==> config.mk <==
export PLATFORM = sky130hd
export DESIGN_NAME = cbta_ctrl
export DESIGN_NICKNAME = d
export VERILOG_FILES = /design/src/hdl/cbta_pkg.sv /design/src/hdl/cbta_ctrl.sv
export SDC_FILE = /design/constraint.sdc
export NUM_CORES = 1
export LEC_CHECK = 0
export BUFFER_PORTS_ARGS = -buffer_cell sky130_fd_sc_hd__buf_2
export CAP_MARGIN = 10
export CORE_AREA = 3 3 40 42
export CTS_BUF_LIST = sky130_fd_sc_hd__clkbuf_16
export DETAILED_ROUTE_END_ITERATION = 10
export DIE_AREA = 0 0 43 45
export PLACE_DENSITY = 0.73
export SYNTH_ARGS = -nofsm -noshare
export SYNTH_HDL_FRONTEND = slang
export SYNTH_SLANG_ARGS = --single-unit
==> constraint.sdc <==
create_clock -name aclk -period 1.8 [get_ports aclk]
set_input_delay 0.27 -clock aclk [delete_from_list [all_inputs] [get_ports aclk]]
set_output_delay 0.27 -clock aclk [all_outputs]
set_load 0.01 [all_outputs]
==> src/hdl/cbta_pkg.sv <==
// Types, codes and the neighbor rule of the checkerboard tiling automaton.
package cbta_pkg;

    localparam int CELL_W = 3;

    localparam logic [CELL_W-1:0] CODE_EMPTY = 3'd0;
    localparam logic [CELL_W-1:0] CODE_VERT  = 3'd1;
    localparam logic [CELL_W-1:0] CODE_HORZ  = 3'd2;
    localparam logic [CELL_W-1:0] CODE_DOWN  = 3'd3;
    localparam logic [CELL_W-1:0] CODE_LEFT  = 3'd4;
    localparam logic [CELL_W-1:0] CODE_UP    = 3'd5;
    localparam logic [CELL_W-1:0] CODE_RIGHT = 3'd6;

    localparam logic [31:0] LFSR_TAPS = 32'hA300_0000;
    localparam logic [31:0] LFSR_ONE  = 32'd1;

    typedef enum logic [1:0] {
        OP_INIT    = 2'd0,
        OP_ADVANCE = 2'd1,
        OP_READ    = 2'd2,
        OP_STALE   = 2'd3
    } op_t;

    typedef struct packed {
        op_t        op;
        logic [6:0] row;
        logic [6:0] col;
    } cbta_in_t;

    typedef struct packed {
        logic [CELL_W-1:0] cell_code;
        logic [15:0]       generation;
    } cbta_out_t;

    typedef enum logic [3:0] {
        ST_CLR_START,
        ST_CLEAR,
        ST_IDLE,
        ST_INIT,
        ST_STALE,
        ST_ADV_A,
        ST_ADV_B,
        ST_ADV_FLUSH,
        ST_RD_ADDR,
        ST_RD_MEM,
        ST_RESP
    } state_t;

    typedef struct packed {
        logic accept;
        logic iter_start;
        logic iter_stride2;
        logic iter_step;
        logic sweep_wr;
        logic sweep_ctr;
        logic init_load;
        logic gen_inc;
        logic adv_rd_vert;
        logic adv_rd_horz;
        logic adv_wr;
        logic rd_addr;
        logic rd_mem;
        logic load_result;
    } cbta_cmd_t;

    typedef struct packed {
        logic iter_last;
    } cbta_status_t;

    typedef struct packed {
        logic              need_rand;
        logic [CELL_W-1:0] code;
    } cbta_rule_t;

    // Next value of a recomputed cell from its four (masked) neighbors.
    function automatic cbta_rule_t cbta_rule(input logic [CELL_W-1:0] up,
                                             input logic [CELL_W-1:0] rt,
                                             input logic [CELL_W-1:0] dn,
                                             input logic [CELL_W-1:0] lf);
        logic [3:0] hit;
        logic       any_set;
        cbta_rule_t r;
        hit[0]  = (up == CODE_DOWN)  || (up == CODE_VERT);
        hit[1]  = (rt == CODE_LEFT)  || (rt == CODE_HORZ);
        hit[2]  = (dn == CODE_UP)    || (dn == CODE_VERT);
        hit[3]  = (lf == CODE_RIGHT) || (lf == CODE_HORZ);
        any_set = (up != CODE_EMPTY) || (rt != CODE_EMPTY) ||
                  (dn != CODE_EMPTY) || (lf != CODE_EMPTY);
        r.code = CODE_EMPTY;
        if (hit[0]) r.code = CODE_DOWN;
        if (hit[1]) r.code = CODE_LEFT;
        if (hit[2]) r.code = CODE_UP;
        if (hit[3]) r.code = CODE_RIGHT;
        r.need_rand = ((hit & (hit - 4'd1)) != 4'd0) || ((hit == 4'd0) && any_set);
        return r;
    endfunction

endpackage

==> src/hdl/cbta_ctrl.sv <==
// Sequencer of the tiling automaton: sweeps, advance pipeline, reads and result handoff.
module cbta_ctrl import cbta_pkg::*; (
    input  logic         aclk,
    input  logic         aresetn,
    input  logic         s_valid,
    input  op_t          s_op,
    input  logic         m_ready,
    input  cbta_status_t status,
    output logic         s_ready,
    output logic         m_valid,
    output cbta_cmd_t    cmd
);

    state_t state_reg, state_next;
    logic   m_valid_reg, m_valid_next;
    logic   out_free;

    assign out_free = !m_valid_reg || m_ready;

    always_comb begin
        state_next = state_reg;
        unique case (state_reg)
            ST_CLR_START: state_next = ST_CLEAR;
            ST_CLEAR:     if (status.iter_last) state_next = ST_IDLE;
            ST_IDLE: begin
                if (s_valid) begin
                    unique case (s_op)
                        OP_INIT:    state_next = ST_INIT;
                        OP_ADVANCE: state_next = ST_ADV_A;
                        OP_READ:    state_next = ST_RD_ADDR;
                        OP_STALE:   state_next = ST_STALE;
                    endcase
                end
            end
            ST_INIT:      if (status.iter_last) state_next = ST_RESP;
            ST_STALE:     if (status.iter_last) state_next = ST_RESP;
            ST_ADV_A:     state_next = ST_ADV_B;
            ST_ADV_B:     state_next = status.iter_last ? ST_ADV_FLUSH : ST_ADV_A;
            ST_ADV_FLUSH: state_next = ST_RESP;
            ST_RD_ADDR:   state_next = ST_RD_MEM;
            ST_RD_MEM:    state_next = ST_RESP;
            ST_RESP:      if (out_free) state_next = ST_IDLE;
            default:      state_next = ST_CLR_START;
        endcase
    end

    always_comb begin
        cmd     = '0;
        s_ready = 1'b0;
        unique case (state_reg)
            ST_CLR_START: cmd.iter_start = 1'b1;
            ST_CLEAR: begin
                cmd.sweep_wr  = 1'b1;
                cmd.iter_step = 1'b1;
            end
            ST_IDLE: begin
                s_ready    = 1'b1;
                cmd.accept = s_valid;
                if (s_valid) begin
                    unique case (s_op)
                        OP_INIT: begin
                            cmd.iter_start = 1'b1;
                            cmd.init_load  = 1'b1;
                        end
                        OP_ADVANCE: begin
                            cmd.iter_start   = 1'b1;
                            cmd.iter_stride2 = 1'b1;
                            cmd.gen_inc      = 1'b1;
                        end
                        OP_READ: ;
                        OP_STALE: begin
                            cmd.iter_start   = 1'b1;
                            cmd.iter_stride2 = 1'b1;
                        end
                    endcase
                end
            end
            ST_INIT: begin
                cmd.sweep_wr  = 1'b1;
                cmd.sweep_ctr = 1'b1;
                cmd.iter_step = 1'b1;
            end
            ST_STALE: begin
                cmd.sweep_wr  = 1'b1;
                cmd.iter_step = 1'b1;
            end
            ST_ADV_A: begin
                cmd.adv_rd_vert = 1'b1;
                cmd.adv_wr      = 1'b1;
            end
            ST_ADV_B: begin
                cmd.adv_rd_horz = 1'b1;
                cmd.iter_step   = 1'b1;
            end
            ST_ADV_FLUSH: cmd.adv_wr = 1'b1;
            ST_RD_ADDR:   cmd.rd_addr = 1'b1;
            ST_RD_MEM:    cmd.rd_mem = 1'b1;
            ST_RESP:      cmd.load_result = out_free;
            default: ;
        endcase
    end

    always_comb begin
        if (cmd.load_result) begin
            m_valid_next = 1'b1;
        end else if (m_ready) begin
            m_valid_next = 1'b0;
        end else begin
            m_valid_next = m_valid_reg;
        end
    end

    always_ff @(posedge aclk) begin
        if (!aresetn) begin
            state_reg   <= ST_CLR_START;
            m_valid_reg <= 1'b0;
        end else begin
            state_reg   <= state_next;
            m_valid_reg <= m_valid_next;
        end
    end

    assign m_valid = m_valid_reg;

endmodule

# [Word level (Yosys, flattened, before mapping)]
# Index checks and enable logic that the tools add are counted.
[word_totals] inputBits=7 wordCells=61 output_inout_bits=16 regBits=5
[classes] muxes=29 n_eq_ne=17 reduce_logical=13
[op_table] cell="$pmux W4 S9" count=1
[op_table] cell="$mux W1" count=18
[op_table] cell="$eq A4 B3 Y1 const B" count=4
[op_table] cell="$mux W4" count=4
[op_table] cell="$pmux W4 S4" count=1
[op_table] cell="$eq A4 B4 Y1 const B" count=3
[op_table] cell="$eq A4 B2 Y1 const B" count=2
[op_table] cell="$mux W2" count=4
[op_table] cell="$reduce_or A2 Y1" count=4
[op_table] cell="$ne A2 B2 Y1 const B" count=3
[op_table] cell="$reduce_or A3 Y1" count=2
[op_table] cell="$eq A2 B2 Y1 const B" count=2
[op_table] cell="$eq A4 B1 Y1 const B" count=1
[op_table] cell="$logic_not A4 Y1" count=1
[op_table] cell="$reduce_and A4 Y1" count=1
[op_table] cell="$reduce_or A4 Y1" count=1
[op_table] cell="$eq A2 B1 Y1 const B" count=1
[op_table] cell="$logic_not A2 Y1" count=1
[op_table] cell="$ne A2 B1 Y1 const B" count=1
[op_table] cell="$pmux W1 S2" count=1
[op_table] cell="$reduce_bool A2 Y1" count=1
[op_table] cell="$logic_not A1 Y1" count=1
[op_table] cell="$logic_or A1 B1 Y1" count=1

# [Longest topological paths before layout]
# Gate-level depths: netlist (run 1).
[logic_depth] word_depth=5 depth_mapped=5 depth_no_buf=4

# [Worst setup path before layout (run 1)]
# Ideal clock, no wire load.
[synth_timing] path_kind="reg-to-output" from="register state_reg[0]" to="output port cmd[7] (netlist bit)" t_arrival_ps=1488 n_path_buf=1 stages_incl_launch_ff=5 setup_slack_ps=42 required_time_ps=1530 cell_sequence="dfxtp_1 clkbuf_1 nor3_1 and2_1 nor3b_1"
[synth_lines] item="start: declaration" line="cbta_ctrl.sv:14" source="state_t state_reg, state_next;"
[synth_lines] item="start signal: assignment" line="cbta_ctrl.sv:118" source="state_reg <= state_next;"
[synth_lines] item="end: declaration" line="cbta_ctrl.sv:11" source="output cbta_cmd_t cmd"

==> results.tsv, run 1 <==
stage	metric	value	unit
grt	grt_pass1_vias	563	
timing	fmax	609	MHz
routing	drt-total-wl	1520	um
logic_synthesis	mappedNetlistNets	81	
clock_tree	cts_buffers	3	
grt	grt_max_degree	20	
routing	drtPass1Iterations	4	
hold_path	worstHoldPathType	in2reg	
clock_tree	htree_num_levels	1	
timing	rsz0062_at_grt	no	
clock_tree	cts_tree	done	
logic_synthesis	synthFlopType	dfxtp_1	
setup_path	critPathArrivalTime	1.37	ns
logic_synthesis	synth_warnings	0	
logic_synthesis	synth.cell_area	507	um2
final_layout	nets	106	
logic_synthesis	synthArstFlopShare	0	%
logic_synthesis	synth_area_per_cell	6.85	um2
power	p_leak	0.351	nW
grt	grt_usage	16.1	%
floorplanning	dieHeight	45	um
timing	tightest_slew	0.320	ns
routing	met2WireLength	715	um
setup_path	cp-start-kind	flip-flop	
flow_run	maxCapViolations	0	
setup_path	worstSetupPathType	reg2out	
power	ir_worst_vdd	0.554	mV
logic_synthesis	yosysTopAreaCell	dfxtp_1	
logic_synthesis	synth_area_leaders	dfxtp_1 (20%), nand2b_1 (7.4%), nor3b_1 (7.4%)	
place	dpl.hpwl	1050	um
floorplanning	core.rowCount	13	
setup_path	endpoint_kind	primary output	
status	outcome	finished clean	
floorplanning	initial_core_util	39.4	%
clock_tree	clk_path_buf_depth	2	
routing	drt_iter0_drc	12	
logic_synthesis	ys_seq_area_share	19.8	%
place	place_congestion	0.841	
clock_tree	cts_hold_buf	0	
timing	slew-limit-headroom	78.1	%
timing	setup_viol	0	
final_layout	diodes	0	
routing	wl_met1	660	um
final_layout	largest_reg_flops	4	
timing	hold_ws	0.361	ns
routing	drc	0	
timing	setup_tns	0	ns
routing	drtAntennaViolNets	0	
timing	final_max_slew_viol_count	0	
timing	skew	0.000565	ns
routing	top_layer	met4	
grt	grt_overflow_total	0	
place	io_buffers	22	
floorplanning	ios	23	
logic_synthesis	synth_common_cells	o21ai_0 (7), nand2b_1 (6), nor2_1 (6)	
routing	wl_per_cell	13.4	um
floorplanning	die_w	43	um
timing	hold_violations	0	
grt	antenna_found_initial	0	
clock_tree	clkTransAtPathRegs	0.03	ns
routing	vias	650	
logic_synthesis	synth_cell_type_count	30	
grt	grt_pass1_wl	2350	um
logic_synthesis	synthCells	74	
final_layout	fillers	108	
timing	fin_crit_sh	91.3	%
routing	via_per_inst	5.75	
final_layout	drive_gt1_share	32.7	%
final_layout	fin_util	56.4	%
logic_synthesis	synth_top_cell_area_share	19.8	%
clock_tree	insertion_delay	0.23	ns
logic_synthesis	synth.most_common_cell	o21ai_0	
clock_tree	cts_sinks	5	
final_layout	area_delta_synth_final	43.0	%
setup_path	cp_max_fo	9	
setup_path	cp.required	1.53	ns
routing	route.met3.wl	109	um
timing	fin_crit	1.64	ns
logic_synthesis	synth-edff-count	0	
clock_tree	post_cts_buffers	0	
power	p_per_area	1460	nW/um2
floorplanning	die-area	1940	um2
clock_tree	cts.root.buffer_cell	clkbuf_16	
floorplanning	core_area	1280	um2
logic_synthesis	ys_ff_latch	5	
==> worst paths after layout <==
path,from,to,slack (ns),cells after the start
worst max-delay path,state_reg[0],cmd[0],0.16,5
worst min-delay path,aresetn,state_reg[3],0.36,2
worst max register to register,state_reg[0],state_reg[1],0.22,4
worst min register to register,state_reg[1],state_reg[0],0.66,3
==> placed cells by master, fill, tap and decap left out, types with 2 or more instances in the layout <==
master / n
nor2_1: 6
and3_1: 2
nor2b_1: 3
o21ai_0: 7
nand4_1: 2
inv_1: 3
buf_4: 4
and2_1: 2
nand2_1: 5
clkbuf_16: 3
dfxtp_1: 4
nor3_1: 3
buf_2: 22
nand2b_1: 6
nor3b_1: 5
a21oi_1: 4
==> stage by stage <==
stage / worst slack [ns] / total power [W] / std cells / area [um2]
CTS: 0.0369 / 0.00105 / 113 / 718
global route: 0.0377 / 0.00112 / 113 / 724
finish: 0.157 / 0.00106 / 113 / 724
floorplan: 0.0420 / 0.000507 / 74 / 507
global placement: 0.312 / 0.000670 / 109 / 639
detailed placement: 0.283 / 0.000677 / 109 / 639
==> metal layers <==
| layer | vias to the layer above | global-route usage (%) |
|---|---|---|
| met3 | 6 | 3.19 |
| met2 | 28 | 26.0 |
| li1 | 317 | - |
| met1 | 299 | 19.2 |
| met4 | 0 | 10.8 |
| met5 | - | 0 |
==> power breakdown <==
part | internal, W | total, W | leakage [nW] | switching (W)
Combinational | 0.000217 | 0.000500 | 0.268 | 0.000284
Clock | 0.000288 | 0.000363 | 0.0423 | 0.0000749
Sequential | 0.000144 | 0.000196 | 0.0412 | 0.0000520
==> critical path, cell delays in order (launching register included) <==
cell and delay [ns]:
dfxtp_1 0.39, buf_4 0.21, nor2_1 0.14, nand2_1 0.09, nor3b_1 0.16, buf_2 0.15
==> layout make-up <==
cell class | count | area, um2 | share of cell area, %
clock buffer | 3 | 75.1 | 10.4
inverter | 2 | 7.51 | 1.04
clock inverter | 1 | 3.75 | 0.518
sequential | 5 | 101 | 14.0
tap | 15 | 18.8 | 2.59
multi-input combinational | 61 | 378 | 52.2
timing repair buffer | 26 | 140 | 19.3
==> cell families after synthesis <==
kind of cell           Yosys count  synth area share [%]
buffers and inverters            8                  6.67
flip-flops                       5                  19.8
AND/OR/NAND/NOR                 41                  46.9
AO/OA/AOI/OAI                   19                  24.7
multiplexers                     1                  1.98
==> timing repair <==
| item | in CTS | in global routing |
|---|---|---|
| gates resized for setup | 0 | 2 |
| endpoints found under the setup margin | 0 | 2 |
| endpoints found under the hold margin | 0 | 0 |
No activity file was read; power rests on OpenSTA's default activity.
==> inputs of run 2 (changes only) <==
==> constraint.sdc (replaced) <==
create_clock -name aclk -period 1.8 [get_ports aclk]
set_input_delay 0.18 -clock aclk [delete_from_list [all_inputs] [get_ports aclk]]
set_output_delay 0.18 -clock aclk [all_outputs]
set_load 0.01 [all_outputs]
==> results.tsv, run 2 (synthesis results as in run 1) <==
stage	metric	value	unit	change
flow_run	maxCapViolations	0		unchanged
floorplanning	die-area	1940	um2	unchanged
final_layout	area_delta_synth_final	40.2	%	was 43.0%
setup_path	critPathArrivalTime	1.46	ns	was 1.37 ns
grt	grt_pass1_vias	550		was 563
timing	setup_tns	0	ns	unchanged
clock_tree	clk_path_buf_depth	2		unchanged
timing	skew	0.000797	ns	was 0.000565 ns
status	outcome	finished clean		unchanged
floorplanning	ios	23		unchanged
routing	drt-total-wl	1440	um	was 1520 um
clock_tree	insertion_delay	0.22	ns	was 0.23 ns
grt	grt_max_degree	20		unchanged
setup_path	critPathBufInv	1		was 2
power	ir_worst_vdd	0.852	mV	was 0.554 mV
timing	slew-limit-headroom	67.3	%	was 78.1%
routing	drc	0		unchanged
timing	hold_violations	0		unchanged
setup_path	cp.required	1.62	ns	was 1.53 ns
floorplanning	core_area	1280	um2	unchanged
timing	setup_viol	0		unchanged
timing	fmax	611	MHz	was 609 MHz
final_layout	nets	104		was 106
clock_tree	cts_hold_buf	0		unchanged
power	p_per_area	1440	nW/um2	was 1460 nW/um2
final_layout	drive_gt1_share	32.3	%	was 32.7%
floorplanning	core.rowCount	13		unchanged
final_layout	final_cell_mix	buf_2 (22), o21ai_0 (7), nor2_1 (6), nand2b_1 (6)		unchanged
hold_path	worstHoldPathType	in2reg		unchanged
clock_tree	cts_sinks	5		unchanged
timing	fin_crit	1.64	ns	about the same
setup_path	max_stage_delay	0.45	ns	was 0.39 ns
power	pwr-share-comb	43.8	%	was 47.3%
timing	rsz0062_at_grt	no		unchanged
power	p_leak	0.341	nW	was 0.351 nW
final_layout	mostFrequentLayoutCell	buf_2		unchanged
clock_tree	clkTransAtPathRegs	0.03	ns	about the same
floorplanning	initial_core_util	39.4	%	unchanged
grt	grt_pass1_wl	2370	um	was 2350 um
place	io_buffers	22		unchanged
setup_path	cp_max_fo	15		was 9
power	finalPower	0.00102	W	was 0.00106 W
power	clockPowerShare	34.7	%	was 34.3%
power	internal_power	0.000631	W	was 0.000648 W
grt	grt_overflow_total	0		unchanged
timing	tightest_slew	0.490	ns	was 0.320 ns
place	dpl.hpwl	987	um	was 1050 um
timing	final_max_slew_viol_count	0		unchanged
clock_tree	cts_buffers	3		unchanged
setup_path	cp-start-kind	flip-flop		unchanged
timing	fin_crit_sh	90.9	%	was 91.3%
routing	vias	615		was 650
floorplanning	die_w	43	um	unchanged
power	power.switching	0.000392	W	was 0.000411 W
setup_path	worstSetupPathType	reg2out		unchanged
routing	drtPass1Iterations	4		unchanged
routing	drtAntennaViolNets	0		unchanged
routing	wl_per_cell	13.0	um	was 13.4 um
place	place_congestion	0.825		was 0.841
power	swShare	38.3	%	was 38.8%
setup_path	crit_chain	nor3_2 > and2_1 > nor3b_1 > buf_2		was buf_4 > nor2_1 > nand2_1 > nor3b_1 > buf_2
grt	grt_usage	15.7	%	was 16.1%
clock_tree	cts.root.buffer_cell	clkbuf_16		unchanged
final_layout	diodes	0		unchanged
setup_path	critPathTopFamily	simple AND/OR/NAND/NOR gates		was flip-flops
routing	drt_iter0_drc	14		was 12
setup_path	endpoint_kind	primary output		unchanged
clock_tree	cts_tree	done		unchanged
power	power_frac_seq	21.5	%	was 18.5%
final_layout	largest_reg_flops	4		unchanged
floorplanning	dieHeight	45	um	unchanged
grt	antenna_found_initial	0		unchanged
clock_tree	htree_num_levels	1		unchanged
setup_path	slowest_stage	dfxtp_1		unchanged
routing	via_per_inst	5.54		was 5.75
-- run 2: final cells by class --
class | count | area, um2
fill | 139 | 574
sequential | 5 | 103
clock inverter | 1 | 3.75
clock buffer | 3 | 75.1
inverter | 2 | 7.51
tap | 15 | 18.8
timing repair buffer | 24 | 125
multi-input combinational | 61 | 378
-- run 2: routing by layer --
metal,vias to the layer above,track usage [%],share of wire [%]
li1,309,-,-
met1,287,18.8,43
met2,19,29.0,50
met3,0,3.98,6.9
met4,0,1.81,0
met5,-,0,0
-- run 2: metrics by stage --
stage | worst slack (ns) | util [%] | area, um2 | cells | hold slack (ns)
finish | 0.164 | 55.3 | 711 | 111 | 0.265
CTS | 0.0491 | 54.7 | 703 | 111 | 0.266
global placement | 0.281 | 48.6 | 624 | 107 | 0.497
detailed placement | 0.270 | 48.6 | 624 | 107 | 0.497
global route | 0.0360 | 55.3 | 711 | 111 | 0.272
floorplan | 0.132 | - | 507 | 74 | 0.308
-- run 2: power groups by stage --
stage / clock, W / sequential (W) / combinational [W]
final: 0.000355 / 0.000220 / 0.000448
after global routing: 0.000369 / 0.000229 / 0.000504
after CTS: 0.000360 / 0.000212 / 0.000447
after detailed placement: 0 / 0.000213 / 0.000440
after global placement: 0 / 0.000211 / 0.000433
after floorplan: 0 / 0.000172 / 0.000335
-- run 2: what timing repair did --
item / in CTS / in global routing
hold endpoints to repair: 0 / 0
setup endpoints to repair: 0 / 3
resized for setup: 0 / 3
setup buffers: 0 / 0
-- run 2: worst paths after layout --
check	end	start	depth (start not counted)	slack [ns]
max	cmd[7]	state_reg[0]	4	0.16
min	state_reg[3]	aresetn	2	0.26
max reg2reg	state_reg[1]	state_reg[0]	4	0.24
min reg2reg	state_reg[1]	state_reg[1]	3	0.68
==> inputs of run 3 (changes only) <==
- ABC_AREA: not set -> 1
- PLACE_DENSITY: 0.73 -> 0.72
- SLEW_MARGIN: not set -> 10
==> results.tsv, run 3 <==
stage	metric	value	unit	change
floorplanning	die_w	43	um	unchanged
clock_tree	cts_hold_buf	0		unchanged
logic_synthesis	synth.cell_area	495	um2	was 507 um2
place	place_congestion	0.820		was 0.825
final_layout	final_cell_mix	nand2_1 (26), buf_2 (22), inv_1 (15), nor2_1 (15), nand3_1 (6)		was buf_2 (22), o21ai_0 (7), nor2_1 (6), nand2b_1 (6)
setup_path	critPathArrivalTime	1.39	ns	was 1.46 ns
place	place_area	617	um2	was 624 um2
setup_path	cp_max_fo	7		was 15
logic_synthesis	mappedNetlistNets	97		was 81
timing	slew-limit-headroom	81.6	%	was 67.3%
clock_tree	cts_resized	0		unchanged
logic_synthesis	synth-edff-count	0		unchanged
hold_path	worstHoldPathType	in2reg		unchanged
timing	fmax	638	MHz	was 611 MHz
routing	drt_iter0_drc	22		was 14
floorplanning	initial_core_util	38.6	%	was 39.4%
clock_tree	insertion_delay	0.23	ns	was 0.22 ns
setup_path	ff2ff_path_depth	7		was 4
logic_synthesis	synth_cell_type_count	17		was 30
grt	antenna_found_initial	0		unchanged
routing	vias	609		was 615
logic_synthesis	yosysTopAreaCell	dfxtp_1		unchanged
grt	grt_usage	14.5	%	was 15.7%
final_layout	largest_reg_flops	4		unchanged
floorplanning	core.rowCount	13		unchanged
logic_synthesis	ys_ff_latch	5		unchanged
timing	setup_viol	0		unchanged
logic_synthesis	synthArstFlopShare	0	%	unchanged
timing	rsz0062_at_grt	no		unchanged
setup_path	worstSetupPathType	reg2out		unchanged
routing	drtAntennaViolNets	0		unchanged
clock_tree	cts.root.buffer_cell	clkbuf_16		unchanged
final_layout	area_delta_synth_final	40.4	%	was 40.2%
grt	grt_max_degree	8		was 20
logic_synthesis	synth_common_cells	nand2_1 (26), nor2_1 (15), inv_1 (14)		was o21ai_0 (7), nand2b_1 (6), nor2_1 (6)
final_layout	diodes	0		unchanged
power	finalPower	0.00116	W	was 0.00102 W
routing	wl_per_cell	10.0	um	was 13.0 um
grt	grt_pass1_vias	552		was 550
routing	drc	0		unchanged
timing	hold_violations	0		unchanged
routing	via_per_inst	4.68		was 5.54
routing	drt-total-wl	1300	um	was 1440 um
setup_path	cp-start-kind	flip-flop		unchanged
timing	tightest_slew	0.275	ns	was 0.490 ns
floorplanning	die-area	1940	um2	unchanged
clock_tree	cts_tree	done		unchanged
grt	grt_overflow_total	0		unchanged
logic_synthesis	synth.most_common_cell	nand2_1		was o21ai_0
power	p_leak	0.453	nW	was 0.341 nW
timing	setup_tns	0	ns	unchanged
power	internal_power	0.000655	W	was 0.000631 W
floorplanning	ios	23		unchanged
clock_tree	cts_sinks	5		unchanged
power	clockPowerShare	31.0	%	was 34.7%
power	pwr-share-comb	52.4	%	was 43.8%
grt	grt_pass1_wl	2100	um	was 2370 um
final_layout	mostFrequentLayoutCell	nand2_1		was buf_2
setup_path	cp.required	1.62	ns	about the same
timing	fin_crit	1.57	ns	was 1.64 ns
logic_synthesis	synth_top_cell_area_share	20.2	%	was 19.8%
flow_run	maxCapViolations	0		unchanged
timing	skew	0.000808	ns	was 0.000797 ns
routing	drtPass1Iterations	4		unchanged
clock_tree	htree_num_levels	1		unchanged
logic_synthesis	synthCells	90		was 74
power	p_per_area	1660	nW/um2	was 1440 nW/um2
place	dpl.hpwl	1010	um	was 987 um
clock_tree	clk_path_buf_depth	2		unchanged
logic_synthesis	synth_area_leaders	dfxtp_1 (20%), nand2_1 (20%), nor2_1 (11%)		was dfxtp_1 (20%), nand2b_1 (7.4%), nor3b_1 (7.4%)
floorplanning	core_area	1280	um2	unchanged
status	outcome	finished clean		unchanged
floorplanning	dieHeight	45	um	unchanged
logic_synthesis	ys_seq_area_share	20.2	%	was 19.8%
setup_path	endpoint_kind	primary output		unchanged
final_layout	nets	123		was 104
clock_tree	post_cts_buffers	0		unchanged
clock_tree	clkTransAtPathRegs	0.03	ns	about the same
clock_tree	cts_buffers	3		unchanged
power	ir_worst_vdd	1.20	mV	was 0.852 mV
power	power_frac_seq	16.6	%	was 21.5%
logic_synthesis	synth_warnings	0		unchanged
hold_path	whs_path_depth	3		was 2
logic_synthesis	synth_area_per_cell	5.51	um2	was 6.85 um2
timing	fin_crit_sh	87.1	%	was 90.9%
place	io_buffers	22		unchanged
final_layout	drive_gt1_share	35.7	%	was 32.3%
logic_synthesis	synthFlopType	dfxtp_1		unchanged
timing	final_max_slew_viol_count	0		unchanged
power	power.switching	0.000504	W	was 0.000392 W
final_layout	post-route-cell-area	696	um2	was 711 um2
power	swShare	43.5	%	was 38.3%
## run 3: power groups by stage
stage	clock network, W	logic, W	registers (W)
2_1_floorplan	0	0.000444	0.000183
3_5_place_dp	0	0.000605	0.000191
3_3_place_gp	0	0.000603	0.000187
6_report	0.000360	0.000606	0.000192
5_1_grt	0.000373	0.000687	0.000198
4_1_cts	0.000365	0.000609	0.000192
## run 3: worst max-delay path, cell delays in order (launching register included)
cell and delay (ns):
dfxtp_1 0.44, nand2_2 0.11, nor2_4 0.19, inv_1 0.08, o31ai_1 0.18, buf_2 0.17
## run 3: final timing paths
path                      from      endpoint  slack (ns)
setup / recovery  state_reg[1]       cmd[12]        0.23
hold / removal         aresetn  state_reg[1]        0.25
setup reg to reg  state_reg[1]  state_reg[1]        0.52
hold reg to reg   state_reg[2]  state_reg[2]        0.51
## run 3: layout make-up
cell class	instances	area, um2
repair buffers	22	110
clock buffers	3	75.1
fillers	134	589
inverters	17	63.8
flip-flops and latches	5	100
well taps	15	18.8
clock inverters	1	3.75
multi-input cells	67	324
## run 3: cells by family after synthesis
| family | count (synthesis) | synth area share, % |
|---|---|---|
| AOI/OAI and AO/OA | 6 | 7.32 |
| and+or+nand+nor | 61 | 58.1 |
| DFF | 5 | 20.2 |
| buffers and inverters | 18 | 14.4 |
## run 3: layer usage
layer | vias to the layer above | global-route usage [%] | wire length, um
met1 | 261 | 17.2 | 541
met5 | - | 0 | 0
li1 | 325 | - | -
met4 | 0 | 9.64 | 26
met3 | 3 | 2.79 | 90
met2 | 20 | 24.0 | 644
## run 3: per-stage QoR
stage | setup WS (ns) | std cells | hold slack, ns | utilization, %
2_1_floorplan | 0.530 | 90 | 0.362 | -
5_1_grt | 0.0944 | 130 | 0.294 | 54.1
3_5_place_dp | 0.503 | 126 | 0.477 | 48.0
6_report | 0.233 | 130 | 0.246 | 54.1
4_1_cts | 0.250 | 130 | 0.248 | 54.1
3_3_place_gp | 0.543 | 126 | 0.475 | 48.0
